**src/rtl/psbc_pkg.sv**
```systemverilog
// Package: shared types and constants of the printable six-bit codec.
`default_nettype none
package psbc_pkg;

  localparam int unsigned AddrW = 3;
  localparam int unsigned DataW = 32;

  localparam logic [AddrW-1:0] RegModeAddr = 3'd0;

  localparam logic ModeEncode = 1'b0;
  localparam logic ModeDecode = 1'b1;

  localparam logic [7:0] CharBias = 8'd33;

  typedef struct packed {
    logic [7:0] data_in;
    logic       last_in;
    logic [1:0] tail_bytes;
  } in_t;

  typedef struct packed {
    logic [7:0] data_out;
    logic       last_out;
  } out_t;

  // One completed group handed from the gatherer to the emitter
  typedef struct packed {
    logic            load;
    logic [3:0][7:0] bytes;
    logic [2:0]      count;
    logic            last;
  } grp_t;

endpackage
`default_nettype wire

```
**src/rtl/psbc_cfg.sv**
```systemverilog
// Module: APB register file holding the codec mode.
`default_nettype none
module psbc_cfg (
  input  wire logic                         clk_i,
  input  wire logic                         rst_ni,
  input  wire logic                         psel,
  input  wire logic                         penable,
  input  wire logic                         pwrite,
  input  wire logic [psbc_pkg::AddrW-1:0]   paddr,
  input  wire logic [psbc_pkg::DataW-1:0]   pwdata,
  output logic      [psbc_pkg::DataW-1:0]   prdata,
  output logic                              pready,
  output logic                              mode_o
);

  logic mode_q, mode_d;
  logic wr_en;

  assign pready = 1'b1;
  assign wr_en  = psel && penable && pwrite && (paddr == psbc_pkg::RegModeAddr);

  always_comb begin
    mode_d = mode_q;
    if (wr_en) begin
      mode_d = pwdata[0];
    end
  end

  always_ff @(posedge clk_i or negedge rst_ni) begin
    if (!rst_ni) begin
      mode_q <= psbc_pkg::ModeEncode;
    end else begin
      mode_q <= mode_d;
    end
  end

  always_comb begin
    prdata = '0;
    if (paddr == psbc_pkg::RegModeAddr) begin
      prdata = {{(psbc_pkg::DataW-1){1'b0}}, mode_q};
    end
  end

  assign mode_o = mode_q;

endmodule
`default_nettype wire

```
**src/rtl/psbc_gather.sv**
```systemverilog
// Module: collects input items into groups and forms the encoded or decoded group.
`default_nettype none
module psbc_gather (
  input  wire logic          clk_i,
  input  wire logic          rst_ni,
  input  wire logic          mode_i,
  input  wire logic          in_valid_i,
  input  wire psbc_pkg::in_t in_data_i,
  output logic               in_stall_o,
  input  wire logic          grp_ready_i,
  output psbc_pkg::grp_t     grp_o
);

  logic [1:0]      fill_q, fill_d;
  logic [2:0][7:0] held_q, held_d;
  logic            produces, accept;
  logic [7:0]      a, b, c, e0, e1, e2, e3, d;
  logic            lst;
  logic [1:0]      tail;

  assign d    = in_data_i.data_in;
  assign lst  = in_data_i.last_in;
  assign tail = in_data_i.tail_bytes;

  always_comb begin
    if (mode_i == psbc_pkg::ModeEncode) begin
      produces = (fill_q >= 2'd2) || lst;
    end else begin
      produces = (fill_q == 2'd3);
    end
  end

  assign in_stall_o = produces && !grp_ready_i;
  assign accept     = in_valid_i && !in_stall_o;

  // encode operands
  always_comb begin
    if (fill_q >= 2'd2) begin
      a = held_q[0];
      b = held_q[1];
      c = d;
    end else begin
      a = (fill_q == 2'd0) ? d : held_q[0];
      b = (fill_q == 2'd1) ? d : 8'd0;
      c = 8'd0;
    end
  end

  assign e0 = held_q[0] - psbc_pkg::CharBias;
  assign e1 = held_q[1] - psbc_pkg::CharBias;
  assign e2 = held_q[2] - psbc_pkg::CharBias;
  assign e3 = d - psbc_pkg::CharBias;

  always_comb begin
    grp_o.load = accept && produces;
    if (mode_i == psbc_pkg::ModeEncode) begin
      grp_o.bytes[0] = psbc_pkg::CharBias + {2'b00, a[7:2]};
      grp_o.bytes[1] = psbc_pkg::CharBias + {2'b00, a[1:0], b[7:4]};
      grp_o.bytes[2] = psbc_pkg::CharBias + {2'b00, b[3:0], c[7:6]};
      grp_o.bytes[3] = psbc_pkg::CharBias + {2'b00, c[5:0]};
      grp_o.count    = 3'd4;
      grp_o.last     = lst;
    end else begin
      grp_o.bytes[0] = (e0 << 2) | (e1 >> 4);
      grp_o.bytes[1] = (e1 << 4) | (e2 >> 2);
      grp_o.bytes[2] = (e2 << 6) | e3;
      grp_o.bytes[3] = 8'd0;
      grp_o.count    = (lst && (tail != 2'd0)) ? {1'b0, tail} : 3'd3;
      grp_o.last     = lst;
    end
  end

  always_comb begin
    fill_d = fill_q;
    held_d = held_q;
    if (accept) begin
      if (produces || lst) begin
        fill_d = 2'd0;
      end else begin
        fill_d = fill_q + 2'd1;
        case (fill_q)
          2'd0:    held_d[0] = d;
          2'd1:    held_d[1] = d;
          2'd2:    held_d[2] = d;
          default: held_d    = held_q;
        endcase
      end
    end
  end

  always_ff @(posedge clk_i or negedge rst_ni) begin
    if (!rst_ni) begin
      fill_q <= 2'd0;
      held_q <= '0;
    end else begin
      fill_q <= fill_d;
      held_q <= held_d;
    end
  end

endmodule
`default_nettype wire

```
**src/rtl/psbc_emit.sv**
```systemverilog
// Module: result register for one group; sends one item per cycle unless stalled.
`default_nettype none
module psbc_emit (
  input  wire logic           clk_i,
  input  wire logic           rst_ni,
  input  wire psbc_pkg::grp_t grp_i,
  output logic                grp_ready_o,
  output logic                out_valid_o,
  input  wire logic           out_stall_i,
  output psbc_pkg::out_t      out_data_o
);

  logic [3:0][7:0] bytes_q, bytes_d;
  logic [2:0]      rem_q, rem_d;
  logic [1:0]      idx_q, idx_d;
  logic            last_q, last_d;
  logic            out_xfer;

  assign out_valid_o = (rem_q != 3'd0);
  assign out_xfer    = out_valid_o && !out_stall_i;
  assign grp_ready_o = (rem_q == 3'd0) || ((rem_q == 3'd1) && out_xfer);

  assign out_data_o.data_out = bytes_q[idx_q];
  assign out_data_o.last_out = last_q && (rem_q == 3'd1);

  always_comb begin
    bytes_d = bytes_q;
    rem_d   = rem_q;
    idx_d   = idx_q;
    last_d  = last_q;
    if (out_xfer) begin
      rem_d = rem_q - 3'd1;
      idx_d = idx_q + 2'd1;
    end
    if (grp_i.load) begin
      bytes_d = grp_i.bytes;
      rem_d   = grp_i.count;
      idx_d   = 2'd0;
      last_d  = grp_i.last;
    end
  end

  always_ff @(posedge clk_i or negedge rst_ni) begin
    if (!rst_ni) begin
      rem_q  <= 3'd0;
      idx_q  <= 2'd0;
      last_q <= 1'b0;
    end else begin
      rem_q  <= rem_d;
      idx_q  <= idx_d;
      last_q <= last_d;
    end
  end

  always_ff @(posedge clk_i) begin
    bytes_q <= bytes_d;
  end

endmodule
`default_nettype wire

```
**src/rtl/printable_six_bit_codec.sv**
```systemverilog
// Top level: printable six-bit codec (3 bytes <-> 4 printable characters).
//
// Input channel (in_valid_i / in_stall_o / in_data_i) carries one byte or
// character per transfer with last_in and tail_bytes. Output channel
// (out_valid_o / out_stall_i / out_data_o) carries one result per transfer.
// The mode register (APB, address 0) picks encode (0) or decode (1); write it
// only while the codec is idle.
// Items that only fill a group are taken every cycle. The item that completes
// a group loads the result register at that edge; its first result is valid
// the next cycle, then one result per cycle while the receiver does not
// stall. An encoded group is 4 results, a decoded group 1 to 3. The register
// drains one item per cycle when not stalled, so encoding sustains three input
// transfers per four results, decoding one per cycle. A completing item is
// stalled while the result register still holds a result that does not leave
// at that edge. When the receiver stalls, the shown result holds until taken.
// Reset sets encode mode and clears the group fill and the result count.
`default_nettype none
module printable_six_bit_codec (
  input  wire logic                         clk_i,
  input  wire logic                         rst_ni,
  input  wire logic                         in_valid_i,
  output logic                              in_stall_o,
  input  wire psbc_pkg::in_t                in_data_i,
  output logic                              out_valid_o,
  input  wire logic                         out_stall_i,
  output psbc_pkg::out_t                    out_data_o,
  input  wire logic                         psel,
  input  wire logic                         penable,
  input  wire logic                         pwrite,
  input  wire logic [psbc_pkg::AddrW-1:0]   paddr,
  input  wire logic [psbc_pkg::DataW-1:0]   pwdata,
  output logic      [psbc_pkg::DataW-1:0]   prdata,
  output logic                              pready
);

  logic           mode;
  logic           grp_ready;
  psbc_pkg::grp_t grp;

  psbc_cfg u_cfg (
    .clk_i   (clk_i),
    .rst_ni  (rst_ni),
    .psel    (psel),
    .penable (penable),
    .pwrite  (pwrite),
    .paddr   (paddr),
    .pwdata  (pwdata),
    .prdata  (prdata),
    .pready  (pready),
    .mode_o  (mode)
  );

  psbc_gather u_gather (
    .clk_i       (clk_i),
    .rst_ni      (rst_ni),
    .mode_i      (mode),
    .in_valid_i  (in_valid_i),
    .in_data_i   (in_data_i),
    .in_stall_o  (in_stall_o),
    .grp_ready_i (grp_ready),
    .grp_o       (grp)
  );

  psbc_emit u_emit (
    .clk_i       (clk_i),
    .rst_ni      (rst_ni),
    .grp_i       (grp),
    .grp_ready_o (grp_ready),
    .out_valid_o (out_valid_o),
    .out_stall_i (out_stall_i),
    .out_data_o  (out_data_o)
  );

endmodule
`default_nettype wire
```
**config.mk**
```make
export PLATFORM = sky130hd
export DESIGN_NAME = printable_six_bit_codec
export DESIGN_NICKNAME = d
export VERILOG_FILES = /design/src/rtl/psbc_pkg.sv /design/src/rtl/psbc_cfg.sv /design/src/rtl/psbc_gather.sv /design/src/rtl/psbc_emit.sv /design/src/rtl/printable_six_bit_codec.sv
export SDC_FILE = /design/constraint.sdc
export NUM_CORES = 1
export LEC_CHECK = 0
export BUFFER_PORTS_ARGS = -buffer_cell sky130_fd_sc_hd__buf_2
export CAP_MARGIN = 0
export CORE_AREA = 2 2 123 125
export CTS_CLUSTER_DIAMETER = 50
export DETAILED_ROUTE_END_ITERATION = 16
export DIE_AREA = 0 0 125 127
export PLACE_DENSITY = 0.48
export SLEW_MARGIN = 10
export SYNTH_ARGS = -nofsm -noshare
export SYNTH_HDL_FRONTEND = slang
export SYNTH_SLANG_ARGS = --single-unit
```
**constraint.sdc**
```tcl
create_clock -name clk_i -period 3.6 [get_ports clk_i]
set_clock_uncertainty 0.15 [all_clocks]
set_input_delay 0.72 -clock clk_i [delete_from_list [all_inputs] [get_ports clk_i]]
set_output_delay 0.72 -clock clk_i [all_outputs]
set_load 0.01 [all_outputs]
```
==> results.py, run 1 <==
metrics = {
    "run_status": {
        "outcome": "complete, no violations",
    },
    "cts": {
        "cts-root-buf": "clkbuf_16",
        "postCtsHoldBufs": 0,
        "htree_num_levels": 3,
        "cts_setup_buffers": 0,
        "ctsResizeCount": 0,
        "cts_buffer_depth": 2,
        "clock_latency_ns": 0.33,
        "clock-sinks": 64,
        "cts_tree": "yes",
        "clkTransAtPathRegs_ns": 0.06,
        "numCtsBuffers": 9,
    },
    "synthesis": {
        "yosysTopAreaCell": "edfxtp_1",
        "synth.distinct_cells": 55,
        "syn_inst": 413,
        "synthTopCellsByArea": "edfxtp_1, dfrtp_1, buf_4, ha_1, mux2_1",
        "syn_area_sq_um": 4270,
        "synth_ff_type": "dfrtp_1",
        "async_flop_share": 0.516,
        "yosysWarnings": 0,
        "ys_seq_area_frac": 0.411,
        "syn_avg_cell_area_sq_um": 10.3,
        "synth-edff-count": 31,
        "ys_ff_latch": 64,
        "synth_top_area_frac": 0.218,
    },
    "die": {
        "io_pins": 97,
        "die_h_um": 127,
        "fp.dieArea_sq_um": 15900,
        "initial_core_util": 0.296,
        "die_w_um": 125,
        "row_count": 44,
        "core_area_sq_um": 14400,
    },
    "finish": {
        "drive_gt1_frac": 0.186,
        "fillers": 1495,
        "area.growth.synth_to_final_pct": 11.9,
        "nNetsFinal": 506,
        "diodes": 0,
        "design_area_sq_um": 4780,
        "regArea_sq_um": 1760,
        "utilization": 0.332,
        "multi_input_area_sq_um": 2230,
    },
    "global_routing": {
        "first_global_vias": 2969,
        "grt_overflow_total": 0,
        "grt_use_total": 0.134,
        "antenna_found_initial": 0,
        "grt_max_degree": 52,
        "grt_first_pass_wirelength_um": 16400,
    },
    "route": {
        "wl_per_cell_um": 16.4,
        "viasPerCell": 4.82,
        "drc": 0,
        "drt_wl_total_um": 10300,
        "dr.first_iter.drc_count": 202,
        "num_vias": 3019,
        "drt-pass1-iter-count": 5,
        "ant_nets": 0,
    },
    "min_path": {
        "hold_class": "input port to asynchronous set/reset pin",
    },
    "sta": {
        "fmaxAchievable_mhz": 318,
        "slew_violations": 0,
        "relSlewSlack": 0.485,
        "setup_tns_ns": 0,
        "rsz0062_at_grt": "no",
        "fin_crit_sh": 0.873,
        "tightest_slew_ns": 0.772,
        "min_period_ns": 3.14,
        "setup-violations-final": 0,
        "setup_slack_ns": 0.458,
        "whs_ns": 0.306,
        "hold_viol": 0,
    },
    "power_and_ir_drop": {
        "p_per_area_nw_per_um2": 834,
        "power.leakage_nw": 2.01,
        "ir_drop_mv": 0.326,
        "p_sw_frac": 0.401,
        "clkPwrFrac": 0.217,
        "pwr-share-comb": 0.445,
        "switchingPower_mw": 1.60,
        "p_seq_frac": 0.338,
        "p_int_mw": 2.39,
    },
    "critical_path": {
        "end_kind": "flop",
        "path_cells": "inv_1, ha_1, or2_4, o21ai_0, ha_1, inv_1, or4_1, a21oi_1, a31oi_1",
        "start_kind": "flop",
        "r2r_start": "u_gather.fill_q[0]",
        "crit_fanout": 14,
        "worstPathArrival_ns": 3.04,
        "path_class": "flop to flop",
        "startpoint": "u_gather.fill_q[0]",
        "required_ns": 3.50,
        "slowest_stage": "or4_1",
        "max_stage_delay_ns": 0.53,
    },
    "run": {
        "cap_viol_max_count": 0,
    },
    "placed_design": {
        "dp.final_hpwl_um": 7330,
        "dp_slack_ns": 0.435,
        "place_area_sq_um": 4480,
        "gp_congestion": 0.848,
        "portBuffers": 33,
    },
}
==> metal layers <==
| layer | part of all wire | global-route usage |
|---|---|---|
| met3 | 0.071 | 0.0406 |
| met4 | 0.013 | 0.0399 |
| met1 | 0.46 | 0.179 |
| met5 | 0 | 0 |
| met2 | 0.46 | 0.211 |
==> cell type report <==
class                   count  share of cell area
clock inverters             7              0.0152
flip-flops and latches     64               0.367
well taps                 184              0.0481
repair buffers             37              0.0434
inverters                  16              0.0126
clock buffers               9              0.0471
multi-input cells         309               0.466
==> path summary, 6_finish.rpt <==
path,endpoint,slack (ns),cells after the start
max in group asynchronous,u_gather.held_q[21],2.50,1
max reg2reg,u_emit.bytes_q[12],0.46,9
min in group clk_i,u_emit.last_q,0.35,1
min reg2reg,u_emit.last_q,0.35,1
max,u_emit.bytes_q[12],0.46,9
min,u_gather.held_q[6],0.31,1
==> power by group through the flow <==
stage | Sequential, mW | Combinational [mW] | Clock (mW)
after CTS | 1.35 | 1.79 | 0.884
after global routing | 1.39 | 1.98 | 0.922
after floorplan | 1.22 | 1.43 | 0
after global placement | 1.35 | 1.77 | 0
final | 1.35 | 1.78 | 0.864
after detailed placement | 1.36 | 1.79 | 0
==> cells in the final DEF, fill, tap and decap left out, types with 16 or more instances in the layout <==
cell type and n:
dfrtp_1 33, nand2_1 37, xnor2_1 18, ha_1 16
o21ai_0 19, xor2_1 18, buf_2 33, conb_1 32
inv_1 16, edfxtp_1 31, mux2_1 16, nor2_1 24
==> kinds of logic after synthesis <==
group,Yosys count,share of synthesized area
AOI/OAI and AO/OA,64,0.0925
other,2,0.00176
DFF,64,0.411
muxes,47,0.138
and+or+nand+nor,114,0.143
buffers and inverters,70,0.0934
xor gates and xnor gates,36,0.0738
adders and majority gates,16,0.0469
==> sequential cells by signal (all words and copies together) (netlist names) <==
signal	cells
u_emit.bytes_q	31
u_gather.held_q	24
u_emit.rem_q	3
u_emit.idx_q	2
u_gather.fill_q	2
u_cfg.mode_o	1
u_emit.last_q	1
==> critical path: cells and delay by family, from the launching register on <==
family | cells | cell delay, ns
AOI/OAI and AO/OA | 3 | 0.57
adders and majority gates | 2 | 0.65
and+or+nand+nor | 2 | 0.92
buffers and inverters | 2 | 0.16
DFF | 1 | 0.41
==> per-stage QoR <==
stage,std cells,total power [mW]
global route,626,4.29
detailed placement,610,3.15
floorplan,443,2.66
global placement,610,3.13
finish,626,3.99
CTS,626,4.02
==> synth_stat cells, drive strengths merged (3+ instances only) <==
library cell / n
ha: 16
buf: 42
nor3: 9
clkbuf: 12
edfxtp: 31
mux2: 25
mux4: 7
nor4b: 3
nand2b: 3
nor2: 25
xnor2: 18
o21ai: 20
a31oi: 7
and2: 4
dfrtp: 33
o31ai: 4
nand3: 10
and3: 4
nand2: 40
mux2i: 15
o211ai: 3
o21a: 4
nand4: 3
inv: 16
nor3b: 4
xor2: 18
a21oi: 16
Power figures use the tool's default switching activity.
==> inputs of run 2 (changes only) <==
--- a/config.mk
+++ b/config.mk
@@ -7,10 +7,12 @@
 export LEC_CHECK = 0
 export BUFFER_PORTS_ARGS = -buffer_cell sky130_fd_sc_hd__buf_2
 export CAP_MARGIN = 0
-export CORE_AREA = 2 2 123 125
+export CORE_AREA = 2 2 88 174
 export CTS_CLUSTER_DIAMETER = 50
+export CTS_CLUSTER_SIZE = 25
 export DETAILED_ROUTE_END_ITERATION = 16
-export DIE_AREA = 0 0 125 127
+export DIE_AREA = 0 0 90 176
+export GPL_TIMING_DRIVEN = 0
 export PLACE_DENSITY = 0.48
 export SLEW_MARGIN = 10
 export SYNTH_ARGS = -nofsm -noshare
==> run 2 against run 1 <==
  * Clock-buffer cell count did not move
  * Routed wire length rose by 11%
  * Critical endpoint unchanged
  * Via count rose by 5.0%
  * Die area fell by 0.22%
  * Global-route usage rose by 1.4 points
  * Critical path depth rose by 3
  * Critical path type unchanged
  * Largest cell class unchanged
  * Power rose by 2.2%
  * Largest power group unchanged
  * Clock power fell by 3.9%
  * Final cell count rose by 9.4%
  * Hold slack improved by 0.0055 ns
==> results.py, run 2 (same netlist as run 1, synthesis figures left out) <==
metrics = {
    "sta": {
        "tightest_slew_ns": 0.770,
        "setup-violations-final": 0,
        "min_period_ns": 3.27,
        "slew_violations": 0,
        "setup_tns_ns": 0,
        "fin_crit_sh": 0.909,
        "hold_viol": 0,
        "relSlewSlack": 0.487,
        "fmaxAchievable_mhz": 306,
        "rsz0062_at_grt": "no",
        "setup_slack_ns": 0.327,
        "whs_ns": 0.311,
    },
    "finish": {
        "final_cell_mix": "nand2_1, buf_2, buf_4, dfrtp_1, conb_1",
        "regMostFlops": "u_emit.bytes_q",
        "area.growth.synth_to_final_pct": 19.3,
        "fillers": 1509,
        "utilization": 0.353,
        "diodes": 0,
        "drive_gt1_frac": 0.235,
        "nNetsFinal": 557,
        "reg_top3": "u_emit.bytes_q (31), u_gather.held_q (24), u_emit.rem_q (3)",
        "largest_reg_flops": 31,
        "final_common_cell": "nand2_1",
    },
    "route": {
        "wl_per_cell_um": 16.7,
        "viasPerCell": 4.63,
        "drc": 0,
        "drt-pass1-iter-count": 4,
        "ant_nets": 0,
        "dr.first_iter.drc_count": 158,
        "num_vias": 3170,
        "drt_wl_total_um": 11400,
    },
    "cts": {
        "cts-root-buf": "clkbuf_16",
        "ctsResizeCount": 0,
        "cts_tree": "yes",
        "postCtsHoldBufs": 0,
        "cts_setup_buffers": 0,
        "clock_latency_ns": 0.33,
        "clock-sinks": 64,
        "clkTransAtPathRegs_ns": 0.05,
        "htree_num_levels": 3,
        "numCtsBuffers": 9,
        "cts_buffer_depth": 2,
    },
    "die": {
        "row_count": 62,
        "core_area_sq_um": 14400,
        "die_h_um": 176,
        "die_w_um": 90,
        "initial_core_util": 0.296,
        "fp.dieArea_sq_um": 15800,
        "io_pins": 97,
    },
    "global_routing": {
        "antenna_found_initial": 0,
        "grt_use_total": 0.148,
        "grt_max_degree": 34,
        "grt_first_pass_wirelength_um": 17400,
        "first_global_vias": 3156,
        "grt_overflow_total": 0,
    },
    "critical_path": {
        "r2r_setup_slack_ns": 0.33,
        "path_class": "flop to flop",
        "worstPathArrival_ns": 3.16,
        "start_kind": "flop",
        "end_kind": "flop",
        "r2r-end": "u_emit.bytes_q[12]",
        "reg2reg_depth": 12,
        "r2r_start": "u_gather.fill_q[0]",
        "required_ns": 3.49,
        "crit_fanout": 10,
    },
    "power_and_ir_drop": {
        "power.leakage_nw": 2.21,
        "p_total_mw": 4.08,
        "p_per_area_nw_per_um2": 800,
        "ir_drop_mv": 0.315,
    },
    "placed_design": {
        "dp_slack_ns": 0.338,
        "gp_congestion": 0.910,
        "dp.final_hpwl_um": 9210,
        "portBuffers": 32,
    },
    "run_status": {
        "outcome": "complete, no violations",
    },
    "run": {
        "cap_viol_max_count": 0,
    },
    "min_path": {
        "hold_class": "input port to asynchronous set/reset pin",
    },
}
## run 2: changes by cell type in the layout (fill, tap and decap cells not counted), sizes merged
cell / before / now
buf: 37 / 76
clkbuf: 9 / 21
## run 2: layout make-up
type,count,area (sq um),area share
buffer,54,339,0.0665
multi-input combinational,309,2230,0.438
clock buffer,9,225,0.0442
sequential,64,1760,0.345
clock inverter,7,62.6,0.0123
timing repair buffer,34,183,0.0358
inverter,16,60.1,0.0118
tap,192,240,0.0471
## run 2: worst max path at each step
stage	to	slack (ns)	from
2_1_floorplan	u_emit.last_q	0.55	u_gather.fill_q[0]
3_3_place_gp	u_emit.last_q	0.02	u_gather.fill_q[0]
3_5_place_dp	u_emit.bytes_q[12]	0.34	in_data_i[7]
4_1_cts	u_emit.bytes_q[12]	0.35	u_gather.fill_q[0]
5_1_grt	u_emit.bytes_q[12]	0.14	u_gather.fill_q[0]
6_report	u_emit.bytes_q[12]	0.33	u_gather.fill_q[0]
## run 2: worst max-delay path, stage by stage (launching register included)
cell      delay, ns
dfrtp_1        0.41
inv_1          0.12
ha_1           0.18
buf_4          0.21
or2_4          0.20
clkbuf_1       0.41
nand2_1        0.14
o21ai_0        0.12
ha_1           0.21
inv_1          0.06
or4_1          0.55
a21oi_1        0.15
a31oi_1        0.07
## run 2: per-layer routing
layer	track usage	up-vias	wire length, um	share of wire
met3	0.0243	31	461	0.040
met4	0.108	0	635	0.056
met1	0.138	1504	4000	0.35
met5	0	-	0	0
met2	0.283	99	6330	0.55
li1	-	1536	-	-
## run 2: per-stage QoR
stage,cell area [sq um],cells
floorplan,4390,443
global placement,4790,667
detailed placement,4810,669
CTS,5100,685
global route,5100,685
finish,5100,685
## run 2: power by group
part / internal (mW) / switching, mW / total [mW]
logic: 0.843 / 1.13 / 1.97
clock network: 0.527 / 0.303 / 0.830
registers: 1.07 / 0.207 / 1.27
total: 2.44 / 1.64 / 4.08
